`src/hdl/dsc_pkg.sv`:
```
// Shared types and constants for the day number to calendar converter.
// Holds the transfer structs, the calendar constants and the month start table.
// Depends on nothing.
package dsc_pkg;

   // Width of the day number and of the tick count.
   localparam int DAY_BITS  = 17;
   localparam int TICK_BITS = 25;

   // Time of day constants, in ticks of 1/300 second.
   localparam int TICKS_PER_DAY  = 25920000;
   localparam int TICKS_PER_HOUR = 1080000;
   localparam int TICKS_PER_MIN  = 18000;
   localparam int TICKS_PER_SEC  = 300;

   // Calendar constants. The date math counts from 1600-03-01, the start of a
   // 400 year cycle with March as the first month; 1900-01-01 lies this many
   // days after it.
   localparam int EPOCH_OFFSET   = 109513;
   localparam int ERA_DAYS       = 146097;
   localparam int QUAD_DAYS      = 1460;
   localparam int CENTURY_DAYS   = 36524;
   localparam int ERA_LAST_DAY   = 146096;
   localparam int YEAR_DAYS      = 365;
   localparam int CENTURY_YEARS  = 100;
   localparam int CYCLE_YEARS    = 400;
   localparam int BASE_YEAR      = 1600;
   localparam int MONTH_SPAN     = 153;
   localparam int MONTH_SCALE    = 5;
   localparam int MONTH_ROUND    = 2;
   // Months are counted from March; this index is January.
   localparam int MP_JANUARY     = 10;
   localparam int MARCH_NUMBER   = 3;
   localparam int JANUARY_SHIFT  = 9;

   typedef struct packed {
      logic [DAY_BITS-1:0]  day_number;
      logic [TICK_BITS-1:0] tick_of_day;
   } req_type;

   typedef struct packed {
      logic [11:0] year;
      logic [3:0]  month;
      logic [4:0]  day_of_month;
      logic [4:0]  hour;
      logic [5:0]  minute;
      logic [5:0]  second;
      logic        valid_res;
   } rsp_type;

   // Time of day fields once they are final.
   typedef struct packed {
      logic [4:0] hour;
      logic [5:0] minute;
      logic [5:0] second;
      logic       ok;
   } tod_type;

   // Day of a March-based year on which each month starts.
   function automatic logic [8:0] month_start(input logic [3:0] mp);
      logic [8:0] start_day;
      case (mp)
         4'd0:    start_day = 9'd0;
         4'd1:    start_day = 9'd31;
         4'd2:    start_day = 9'd61;
         4'd3:    start_day = 9'd92;
         4'd4:    start_day = 9'd122;
         4'd5:    start_day = 9'd153;
         4'd6:    start_day = 9'd184;
         4'd7:    start_day = 9'd214;
         4'd8:    start_day = 9'd245;
         4'd9:    start_day = 9'd275;
         4'd10:   start_day = 9'd306;
         4'd11:   start_day = 9'd337;
         default: start_day = 9'd0;
      endcase
      return start_day;
   endfunction

endpackage

```
`src/hdl/day_serial_to_calendar_fields.sv`:
```
// Top level of the day number to calendar converter: a nine stage pipeline.
// Depends on dsc_pkg for the transfer structs, constants and month table.
//
// A transfer is taken at every clock edge where start is high and busy is low;
// busy is high only while reset is held, so one item can enter on every clock.
// Each result leaves after its transfer has passed every stage, for one cycle,
// with rsp_strobe high. The receiver cannot stall, and no stage ever waits.
// Throughput is one conversion per clock; the depth of the pipeline is set by the
// chain of constant divisions (cycle, century, year, month), each done as an
// exact reciprocal multiply, with a subtract for the remainder in a later stage.
// Tick counts of a full day or more give valid_res low and zero time fields.
module day_serial_to_calendar_fields
   import dsc_pkg::*;
(
   input  logic    clock,
   input  logic    reset,
   input  logic    start,
   output logic    busy,
   input  req_type req_data,
   output logic    rsp_strobe,
   output rsp_type rsp_data
);

   localparam int NSTG      = 9;
   localparam int ZB        = DAY_BITS + 1;
   localparam int ERA_BITS  = $clog2((2**ZB - 1) / ERA_DAYS + 1);
   localparam int DOE_BITS  = 18;
   localparam int REMH_BITS = 21;
   localparam int REMM_BITS = 15;
   localparam int YFB       = $clog2((2**ERA_BITS) * CYCLE_YEARS + 2 * BASE_YEAR);

   // Exact reciprocals: M = ceil(2^S / C) with 2^S >= 2^xbits * C.
   localparam int S_ERA = ZB + $clog2(ERA_DAYS);
   localparam longint unsigned M_ERA = ((64'd1 << S_ERA) + ERA_DAYS - 1) / ERA_DAYS;
   localparam int MB_ERA = $clog2(M_ERA + 1);

   localparam int S_HR = TICK_BITS + $clog2(TICKS_PER_HOUR);
   localparam longint unsigned M_HR =
      ((64'd1 << S_HR) + TICKS_PER_HOUR - 1) / TICKS_PER_HOUR;
   localparam int MB_HR = $clog2(M_HR + 1);

   localparam int S_Q4 = DOE_BITS + $clog2(QUAD_DAYS);
   localparam longint unsigned M_Q4 = ((64'd1 << S_Q4) + QUAD_DAYS - 1) / QUAD_DAYS;
   localparam int MB_Q4 = $clog2(M_Q4 + 1);

   localparam int S_C1 = DOE_BITS + $clog2(CENTURY_DAYS);
   localparam longint unsigned M_C1 =
      ((64'd1 << S_C1) + CENTURY_DAYS - 1) / CENTURY_DAYS;
   localparam int MB_C1 = $clog2(M_C1 + 1);

   localparam int S_MN = REMH_BITS + $clog2(TICKS_PER_MIN);
   localparam longint unsigned M_MN =
      ((64'd1 << S_MN) + TICKS_PER_MIN - 1) / TICKS_PER_MIN;
   localparam int MB_MN = $clog2(M_MN + 1);

   localparam int S_YR = DOE_BITS + $clog2(YEAR_DAYS);
   localparam longint unsigned M_YR = ((64'd1 << S_YR) + YEAR_DAYS - 1) / YEAR_DAYS;
   localparam int MB_YR = $clog2(M_YR + 1);

   localparam int S_SC = REMM_BITS + $clog2(TICKS_PER_SEC);
   localparam longint unsigned M_SC =
      ((64'd1 << S_SC) + TICKS_PER_SEC - 1) / TICKS_PER_SEC;
   localparam int MB_SC = $clog2(M_SC + 1);

   localparam int S_YC = 9 + $clog2(CENTURY_YEARS);
   localparam longint unsigned M_YC =
      ((64'd1 << S_YC) + CENTURY_YEARS - 1) / CENTURY_YEARS;
   localparam int MB_YC = $clog2(M_YC + 1);

   localparam int S_MP = 11 + $clog2(MONTH_SPAN);
   localparam longint unsigned M_MP = ((64'd1 << S_MP) + MONTH_SPAN - 1) / MONTH_SPAN;
   localparam int MB_MP = $clog2(M_MP + 1);

   logic            accept;
   logic [NSTG-1:0] vld_ff;

   // Stage 1: shift the day number to the cycle epoch, estimate cycle and hour.
   logic [ZB-1:0]          z1_in, z1_ff;
   logic [ZB+MB_ERA-1:0]   era_prod;
   logic [ERA_BITS-1:0]    era1_in, era1_ff;
   logic [TICK_BITS+MB_HR-1:0] hr_prod;
   logic [4:0]             hr1_in, hr1_ff;
   logic [TICK_BITS-1:0]   tk1_ff;
   logic                   ok1_in, ok1_ff;

   // Stage 2: day of cycle and ticks within the hour.
   logic [ERA_BITS-1:0]    era2_ff;
   logic [DOE_BITS-1:0]    doe2_in, doe2_ff;
   logic [4:0]             hr2_ff;
   logic [REMH_BITS-1:0]   rem2_in, rem2_ff;
   logic                   ok2_ff;

   // Stage 3: four-year and century counts, minute.
   logic [ERA_BITS-1:0]    era3_ff;
   logic [DOE_BITS-1:0]    doe3_ff;
   logic [DOE_BITS+MB_Q4-1:0] q4_prod;
   logic [DOE_BITS+MB_C1-1:0] c1_prod;
   logic [6:0]             q4_3_in, q4_3_ff;
   logic [2:0]             c1_3_in, c1_3_ff;
   logic                   last3_in, last3_ff;
   logic [4:0]             hr3_ff;
   logic [REMH_BITS-1:0]   rem3_ff;
   logic [REMH_BITS+MB_MN-1:0] mn_prod;
   logic [5:0]             mn3_in, mn3_ff;
   logic                   ok3_ff;

   // Stage 4: day count with the leap days taken out, ticks within the minute.
   logic [ERA_BITS-1:0]    era4_ff;
   logic [DOE_BITS-1:0]    doe4_ff;
   logic [DOE_BITS-1:0]    yn4_in, yn4_ff;
   logic [4:0]             hr4_ff;
   logic [5:0]             mn4_ff;
   logic [REMM_BITS-1:0]   rem4_in, rem4_ff;
   logic                   ok4_ff;

   // Stage 5: year of cycle, second; time of day is final here.
   logic [ERA_BITS-1:0]    era5_ff;
   logic [DOE_BITS-1:0]    doe5_ff;
   logic [DOE_BITS+MB_YR-1:0] yr_prod;
   logic [8:0]             yoe5_in, yoe5_ff;
   logic [REMM_BITS+MB_SC-1:0] sc_prod;
   tod_type                tod5_in, tod5_ff;

   // Stage 6: first day of that year within the cycle.
   logic [ERA_BITS-1:0]    era6_ff;
   logic [DOE_BITS-1:0]    doe6_ff;
   logic [8:0]             yoe6_ff;
   logic [9+MB_YC-1:0]     yc_prod;
   logic [DOE_BITS-1:0]    yd6_in, yd6_ff;
   tod_type                tod6_ff;

   // Stage 7: day of year.
   logic [ERA_BITS-1:0]    era7_ff;
   logic [8:0]             yoe7_ff;
   logic [8:0]             doy7_in, doy7_ff;
   tod_type                tod7_ff;

   // Stage 8: month of the March-based year.
   logic [ERA_BITS-1:0]    era8_ff;
   logic [8:0]             yoe8_ff;
   logic [8:0]             doy8_ff;
   logic [10:0]            mp_num;
   logic [11+MB_MP-1:0]    mp_prod;
   logic [3:0]             mp8_in, mp8_ff;
   tod_type                tod8_ff;

   // Stage 9: output register.
   logic                   bump;
   logic [YFB-1:0]         year_full;
   rsp_type                rsp_in, rsp_ff;

   assign busy   = reset;
   assign accept = start & ~busy;

   always_ff @(posedge clock) begin
      if (reset) begin
         vld_ff <= '0;
      end else begin
         vld_ff <= {vld_ff[NSTG-2:0], accept};
      end
   end

   // Stage 1.
   assign z1_in    = ZB'(req_data.day_number) + ZB'(EPOCH_OFFSET);
   assign era_prod = (ZB+MB_ERA)'(z1_in) * (ZB+MB_ERA)'(M_ERA);
   assign era1_in  = ERA_BITS'(era_prod >> S_ERA);
   assign hr_prod  = (TICK_BITS+MB_HR)'(req_data.tick_of_day) * (TICK_BITS+MB_HR)'(M_HR);
   assign hr1_in   = 5'(hr_prod >> S_HR);
   assign ok1_in   = req_data.tick_of_day < TICK_BITS'(TICKS_PER_DAY);

   // Stage 2.
   assign doe2_in = DOE_BITS'(z1_ff - ZB'(ZB'(era1_ff) * ZB'(ERA_DAYS)));
   assign rem2_in = REMH_BITS'(tk1_ff - TICK_BITS'(TICK_BITS'(hr1_ff) *
                                                   TICK_BITS'(TICKS_PER_HOUR)));

   // Stage 3.
   assign q4_prod   = (DOE_BITS+MB_Q4)'(doe2_ff) * (DOE_BITS+MB_Q4)'(M_Q4);
   assign q4_3_in   = 7'(q4_prod >> S_Q4);
   assign c1_prod   = (DOE_BITS+MB_C1)'(doe2_ff) * (DOE_BITS+MB_C1)'(M_C1);
   assign c1_3_in   = 3'(c1_prod >> S_C1);
   assign last3_in  = doe2_ff == DOE_BITS'(ERA_LAST_DAY);
   assign mn_prod   = (REMH_BITS+MB_MN)'(rem2_ff) * (REMH_BITS+MB_MN)'(M_MN);
   assign mn3_in    = 6'(mn_prod >> S_MN);

   // Stage 4.
   assign yn4_in  = doe3_ff - DOE_BITS'(q4_3_ff) + DOE_BITS'(c1_3_ff) - DOE_BITS'(last3_ff);
   assign rem4_in = REMM_BITS'(rem3_ff - REMH_BITS'(REMH_BITS'(mn3_ff) *
                                                   REMH_BITS'(TICKS_PER_MIN)));

   // Stage 5.
   assign yr_prod = (DOE_BITS+MB_YR)'(yn4_ff) * (DOE_BITS+MB_YR)'(M_YR);
   assign yoe5_in = 9'(yr_prod >> S_YR);
   assign sc_prod = (REMM_BITS+MB_SC)'(rem4_ff) * (REMM_BITS+MB_SC)'(M_SC);

   always_comb begin
      tod5_in.ok = ok4_ff;
      if (ok4_ff) begin
         tod5_in.hour   = hr4_ff;
         tod5_in.minute = mn4_ff;
         tod5_in.second = 6'(sc_prod >> S_SC);
      end else begin
         tod5_in.hour   = '0;
         tod5_in.minute = '0;
         tod5_in.second = '0;
      end
   end

   // Stage 6.
   assign yc_prod = (9+MB_YC)'(yoe5_ff) * (9+MB_YC)'(M_YC);
   assign yd6_in  = DOE_BITS'(DOE_BITS'(yoe5_ff) * DOE_BITS'(YEAR_DAYS))
                    + DOE_BITS'(yoe5_ff >> 2)
                    - DOE_BITS'(yc_prod >> S_YC);

   // Stage 7.
   assign doy7_in = 9'(doe6_ff - yd6_ff);

   // Stage 8.
   assign mp_num  = 11'(doy7_ff) * 11'(MONTH_SCALE) + 11'(MONTH_ROUND);
   assign mp_prod = (11+MB_MP)'(mp_num) * (11+MB_MP)'(M_MP);
   assign mp8_in  = 4'(mp_prod >> S_MP);

   // Stage 9: January and February belong to the next calendar year.
   assign bump      = mp8_ff >= 4'(MP_JANUARY);
   assign year_full = YFB'(yoe8_ff) + YFB'(era8_ff) * YFB'(CYCLE_YEARS)
                      + YFB'(BASE_YEAR) + YFB'(bump);

   always_comb begin
      rsp_in.year         = 12'(year_full);
      rsp_in.month        = bump ? mp8_ff - 4'(JANUARY_SHIFT) : mp8_ff + 4'(MARCH_NUMBER);
      rsp_in.day_of_month = 5'(doy8_ff - month_start(mp8_ff) + 9'd1);
      rsp_in.hour         = tod8_ff.hour;
      rsp_in.minute       = tod8_ff.minute;
      rsp_in.second       = tod8_ff.second;
      rsp_in.valid_res    = tod8_ff.ok;
   end

   always_ff @(posedge clock) begin
      z1_ff    <= z1_in;
      era1_ff  <= era1_in;
      tk1_ff   <= req_data.tick_of_day;
      hr1_ff   <= hr1_in;
      ok1_ff   <= ok1_in;

      era2_ff  <= era1_ff;
      doe2_ff  <= doe2_in;
      hr2_ff   <= hr1_ff;
      rem2_ff  <= rem2_in;
      ok2_ff   <= ok1_ff;

      era3_ff  <= era2_ff;
      doe3_ff  <= doe2_ff;
      q4_3_ff  <= q4_3_in;
      c1_3_ff  <= c1_3_in;
      last3_ff <= last3_in;
      hr3_ff   <= hr2_ff;
      rem3_ff  <= rem2_ff;
      mn3_ff   <= mn3_in;
      ok3_ff   <= ok2_ff;

      era4_ff  <= era3_ff;
      doe4_ff  <= doe3_ff;
      yn4_ff   <= yn4_in;
      hr4_ff   <= hr3_ff;
      mn4_ff   <= mn3_ff;
      rem4_ff  <= rem4_in;
      ok4_ff   <= ok3_ff;

      era5_ff  <= era4_ff;
      doe5_ff  <= doe4_ff;
      yoe5_ff  <= yoe5_in;
      tod5_ff  <= tod5_in;

      era6_ff  <= era5_ff;
      doe6_ff  <= doe5_ff;
      yoe6_ff  <= yoe5_ff;
      yd6_ff   <= yd6_in;
      tod6_ff  <= tod5_ff;

      era7_ff  <= era6_ff;
      yoe7_ff  <= yoe6_ff;
      doy7_ff  <= doy7_in;
      tod7_ff  <= tod6_ff;

      era8_ff  <= era7_ff;
      yoe8_ff  <= yoe7_ff;
      doy8_ff  <= doy7_ff;
      mp8_ff   <= mp8_in;
      tod8_ff  <= tod7_ff;

      rsp_ff   <= rsp_in;
   end

   assign rsp_strobe = vld_ff[NSTG-1];
   assign rsp_data   = rsp_ff;

`ifndef SYNTH
   // Every transfer comes out with rsp_strobe once it has passed the whole pipeline.
   a_latency: assert property (@(posedge clock) disable iff (reset)
      accept |-> ##9 rsp_strobe)
      else $error("result missing nine cycles after a transfer");

   // The reciprocal cycle estimate must leave a day of cycle in range.
   a_doe_range: assert property (@(posedge clock) disable iff (reset)
      vld_ff[1] |-> doe2_ff < DOE_BITS'(ERA_DAYS))
      else $error("day of cycle out of range");

   a_date_range: assert property (@(posedge clock) disable iff (reset)
      rsp_strobe |-> (rsp_data.month >= 4'd1) && (rsp_data.month <= 4'd12) &&
                     (rsp_data.day_of_month >= 5'd1))
      else $error("month or day of month out of range");

   a_time_range: assert property (@(posedge clock) disable iff (reset)
      rsp_strobe && rsp_data.valid_res |->
         (rsp_data.hour <= 5'd23) && (rsp_data.minute <= 6'd59) &&
         (rsp_data.second <= 6'd59))
      else $error("time of day field out of range");

   a_invalid_zero: assert property (@(posedge clock) disable iff (reset)
      rsp_strobe && !rsp_data.valid_res |->
         (rsp_data.hour == 5'd0) && (rsp_data.minute == 6'd0) &&
         (rsp_data.second == 6'd0))
      else $error("time fields not cleared for an out of range tick count");
`endif

endmodule

```
`config.mk`:
```
export PLATFORM = sky130hd
export DESIGN_NAME = day_serial_to_calendar_fields
export DESIGN_NICKNAME = d
export VERILOG_FILES = /design/src/hdl/dsc_pkg.sv /design/src/hdl/day_serial_to_calendar_fields.sv
export SDC_FILE = /design/constraint.sdc
export NUM_CORES = 2
export LEC_CHECK = 0
export BUFFER_PORTS_ARGS = -buffer_cell sky130_fd_sc_hd__clkbuf_2
export CORE_ASPECT_RATIO = 1.25
export CORE_MARGIN = 4
export CORE_UTILIZATION = 60
export DETAILED_ROUTE_END_ITERATION = 7
export HOLD_SLACK_MARGIN = 0.02
export PLACE_DENSITY = 0.79
export SKIP_LAST_GASP = 1
export SLEW_MARGIN = 30
export SYNTH_ARGS = -nofsm -noshare
export SYNTH_HDL_FRONTEND = slang
export SYNTH_SLANG_ARGS = --single-unit
```
`constraint.sdc`:
```
create_clock -name clock -period 8.1 [get_ports clock]
set_clock_uncertainty 0.05 [all_clocks]
set_input_delay 1.62 -clock clock [delete_from_list [all_inputs] [get_ports clock]]
set_output_delay 1.62 -clock clock [all_outputs]
set_load 0.02 [all_outputs]
```
==> summary by stage <==
Status
The run finished with clean final reports.

Clock network
Clock-pin slew was measured on the worst setup and hold paths at ~70 ps. The clock sink total is 414. In this run, CTS created clock tree buffers numbering 42.

TritonCTS built the clock tree. The buffer levels on the longest clock path is 3. The CTS H-tree depth is 2. The cell chosen for the clock root is sky130_fd_sc_hd__clkbuf_16. The insertion delay of the later-clocked pin in the worst-skew pair is about 570 ps.

Final layout
The net count of the finished layout is ~8000. The register ranked first by flip-flop count is rsp_data. From synthesis to final layout, the design area changed by 6.88%. The multi-input combinational cells in the finished layout cover a total of between 0.04 and 0.05 mm². The largest registers in the layout are rsp_data x39, rem2_ff x21, tk1_ff x21. Measured on the finished design, the core utilization comes to between 60 and 70%. Once layout is complete, the cells apart from fillers number 6888.

Once layout is done, the placed cells without fillers occupy just over 0.06 mm². The combined flip-flop and latch cell area is 0.00829 mm². The post-route netlist has roughly 4.4% of its cells at a drive strength greater than 1. The layout has roughly 7500 filler cells.

The register with the most flip-flops in the layout has 39 of them.

STA
The max-slew violation count is 0. The number of hold violations in the final report was 0. For the final routed database, the setup TNS stands at 0 ps.

The maximum frequency from static timing analysis is ~0.13 GHz. The number of endpoints failing setup at the final stage is 0. Setup repair after global routing left no endpoint under its margin. The worst path needs ~7800 ps of the cycle, external delays included. The share of the clock period used by the worst path is 95.7%.

The tightest slew margin relative to the limit is 34.2%. At the pin with the least slew margin, the transition time is between 900 and 1000 ps.

Placement
After detailed placement, the design holds a cell count of around 7000. At the end of routability-driven placement, the weighted congestion stood at about 0.96. The instance area after placement is between 0.06 and 0.07 mm². Once detailed placement completed, the half-perimeter wirelength came to a little over 100000 µm. The number of buffer cells added on primary ports is 85.

Setup path
The reg-to-reg startpoint is doy7_ff[1]. The path depth of the worst reg2reg path is 33. The cell repeated most along the worst path is sky130_fd_sc_hd__ha_1. The worst setup path is captured at a flop. In this run the worst path has a maximum fanout of 6. The critical path is of the flop to flop type.

In this run the register-to-register setup slack is between 300 and 400 ps. The largest stage delay on the critical path is approximately 540 ps. The launching element type of the critical path is a flop. On the critical path, the stage with the largest delay is an instance of sky130_fd_sc_hd__fa_1. The worst endpoint data arrival time is between 8000 and 9000 ps. At the worst endpoint, the required time is roughly 8500 ps.

Routing
The number of search-and-repair iterations in the first detailed-routing pass is 5. After detailed routing, the average wire length per cell comes to between 15 and 20 µm. The total wire length is ~110000 µm. The total number of vias is 35900. After detailed routing, the number of remaining DRC violations is 0. Dividing the detail-routed via count by the number of cells gives ~5.2. The DRC marker count from the first detailed-route iteration is approximately 1300. The count of nets left with antenna violations once routing finished came out at 0.

Floorplanning
The horizontal die dimension is roughly 290 µm. The core area is ~0.096 mm². The overall die height is between 300 and 400 µm.

In this run the count of I/O pins placed on the die edge is 86. The floorplan step defined a die boundary enclosing 0.101 mm². The number of placement rows is ~130. For this configuration, the core starts out at a cell density of 60.4%.

GRT
The total global-route track usage is 24.0%. The number of global-route vias before repair was 41200. The number of antenna violations at the first check in global routing is 2. Entering global routing, the biggest net connects 19 pins.

The leftover overflow at the end of global routing is 0. The first-pass GRT wire length is 198000 µm.

Worst hold path
The path type of the worst min-delay path is flop to flop. The capture endpoint of the worst hold path is doe5_ff[8]. Along the worst hold path, the cell count comes to 0.

The origin of the worst min-delay path is doe4_ff[8].

Synth
The post-synth design cell area is 0.0578 mm². The area fraction of the dominant cell type after synthesis is around a third. Yosys printed 0 warnings. The number of synthesized flops with an enable pin is 0. After synthesis, the most frequently instantiated cells are sky130_fd_sc_hd__inv_1 (1570), sky130_fd_sc_hd__ha_1 (1481), sky130_fd_sc_hd__fa_1 (937). The share of synthesized flip-flops with an asynchronous set or reset is 0%. The mean instance size in the synthesized netlist is between 10 and 15 µm². After technology mapping, the gate count stands at about 5400.

Counting distinct cell types in the post-synthesis netlist gives 68. The most frequently used cell type in the post-synthesis netlist is sky130_fd_sc_hd__inv_1. The register bit total from synthesis is 414. The cell type with the highest aggregate area in the netlist is sky130_fd_sc_hd__fa_1. Counting every net in the synthesized netlist gives 7847. In the post-synthesis netlist, the biggest area contributors are sky130_fd_sc_hd__fa_1 (32%), sky130_fd_sc_hd__ha_1 (32%), sky130_fd_sc_hd__dfxtp_1 (14%). Sequential cells were found to cover between 10% and 20% of the synthesized design area. Among all flip-flop cells after synthesis, the most frequent one is sky130_fd_sc_hd__dfxtp_1.

Flow run
Max-cap violations in this run came to 0.
-- final cells by class --
type / count / share of cell area, %
Antenna cell: 1 / 0.00405
Clock buffer: 56 / 2.00
Clock inverter: 19 / 0.401
Inverter: 1570 / 9.53
Multi-Input combinational cell: 3396 / 70.7
Sequential cell: 414 / 13.4
Tap cell: 1290 / 2.61
Timing Repair Buffer: 142 / 1.38
-- worst max-delay path by stage --
stage | startpoint | end | slack, ps | depth (start not counted)
floorplan | req_data[25] | era1_ff | 190 | 25
global placement | req_data[25] | era1_ff | 120 | 26
detailed placement | req_data[25] | era1_ff | 30 | 26
CTS | doy7_ff[1] | flop | 180 | 33
global route | doy7_ff[1] | flop | 0.2 | 34
finish | doy7_ff[1] | flop | 350 | 33
-- metal layers --
layer	GRT usage, %	vias to the layer above	wire [µm]
met1	27.7	17700	44400
met4	11.1	0	6060
met5	0	-	0
li1	-	17200	-
met2	45.0	657	60900
met3	2.17	341	3570
-- cell usage in the layout (no fill, tap or decap), drive strengths merged, types with 44 or more instances in the layout --
cell type / n
xnor2: 142
nor3: 44
inv: 1573
dfxtp: 414
buf: 57
xor2: 59
nand2: 76
a21oi: 109
clkbuf: 141
a21o: 60
o21ai: 68
fa: 937
ha: 1481
nor2: 95
-- logic make-up (layout without fill, tap and decap cells) --
logic type	count (synthesis)	after routing	share of synthesized area (%)
AND/OR/NAND/NOR	386	386	3.37
AO/OA/AOI/OAI	383	383	4.42
flip-flops	414	414	14.3
multiplexers	8	8	0.141
adder cells (fa/ha/maj)	2418	2418	64.5
XOR/XNOR	201	201	3.04
other	0	1	0
buffers and inverters	1574	1787	10.2
-- worst max-delay path: cells and delay by family, from the launching register on --
kind                     cells  cell delay (ps)
buffers and inverters        3              260
XOR/XNOR                     2              410
multiplexers                 1              270
flip-flops                   1              360
AND/OR/NAND/NOR              4              580
adder cells (fa/ha/maj)      9             3400
AO/OA/AOI/OAI               14             2330
-- repair_timing --
action	4_1_cts	5_1_grt
gates resized for setup	0	8
setup endpoints to repair	0	5
buffers inserted	0	3
hold buffers	0	0
-- metrics by stage --
stage	worst slack [ps]	hold WS [ps]
3_5_place_dp	31.8	262
6_report	346	254
5_1_grt	0.209	282
4_1_cts	179	268
2_1_floorplan	190	260
3_3_place_gp	124	260
Power is not shown: default switching activity piles up to over one toggle a cycle in this logic, so the estimate is an artifact.
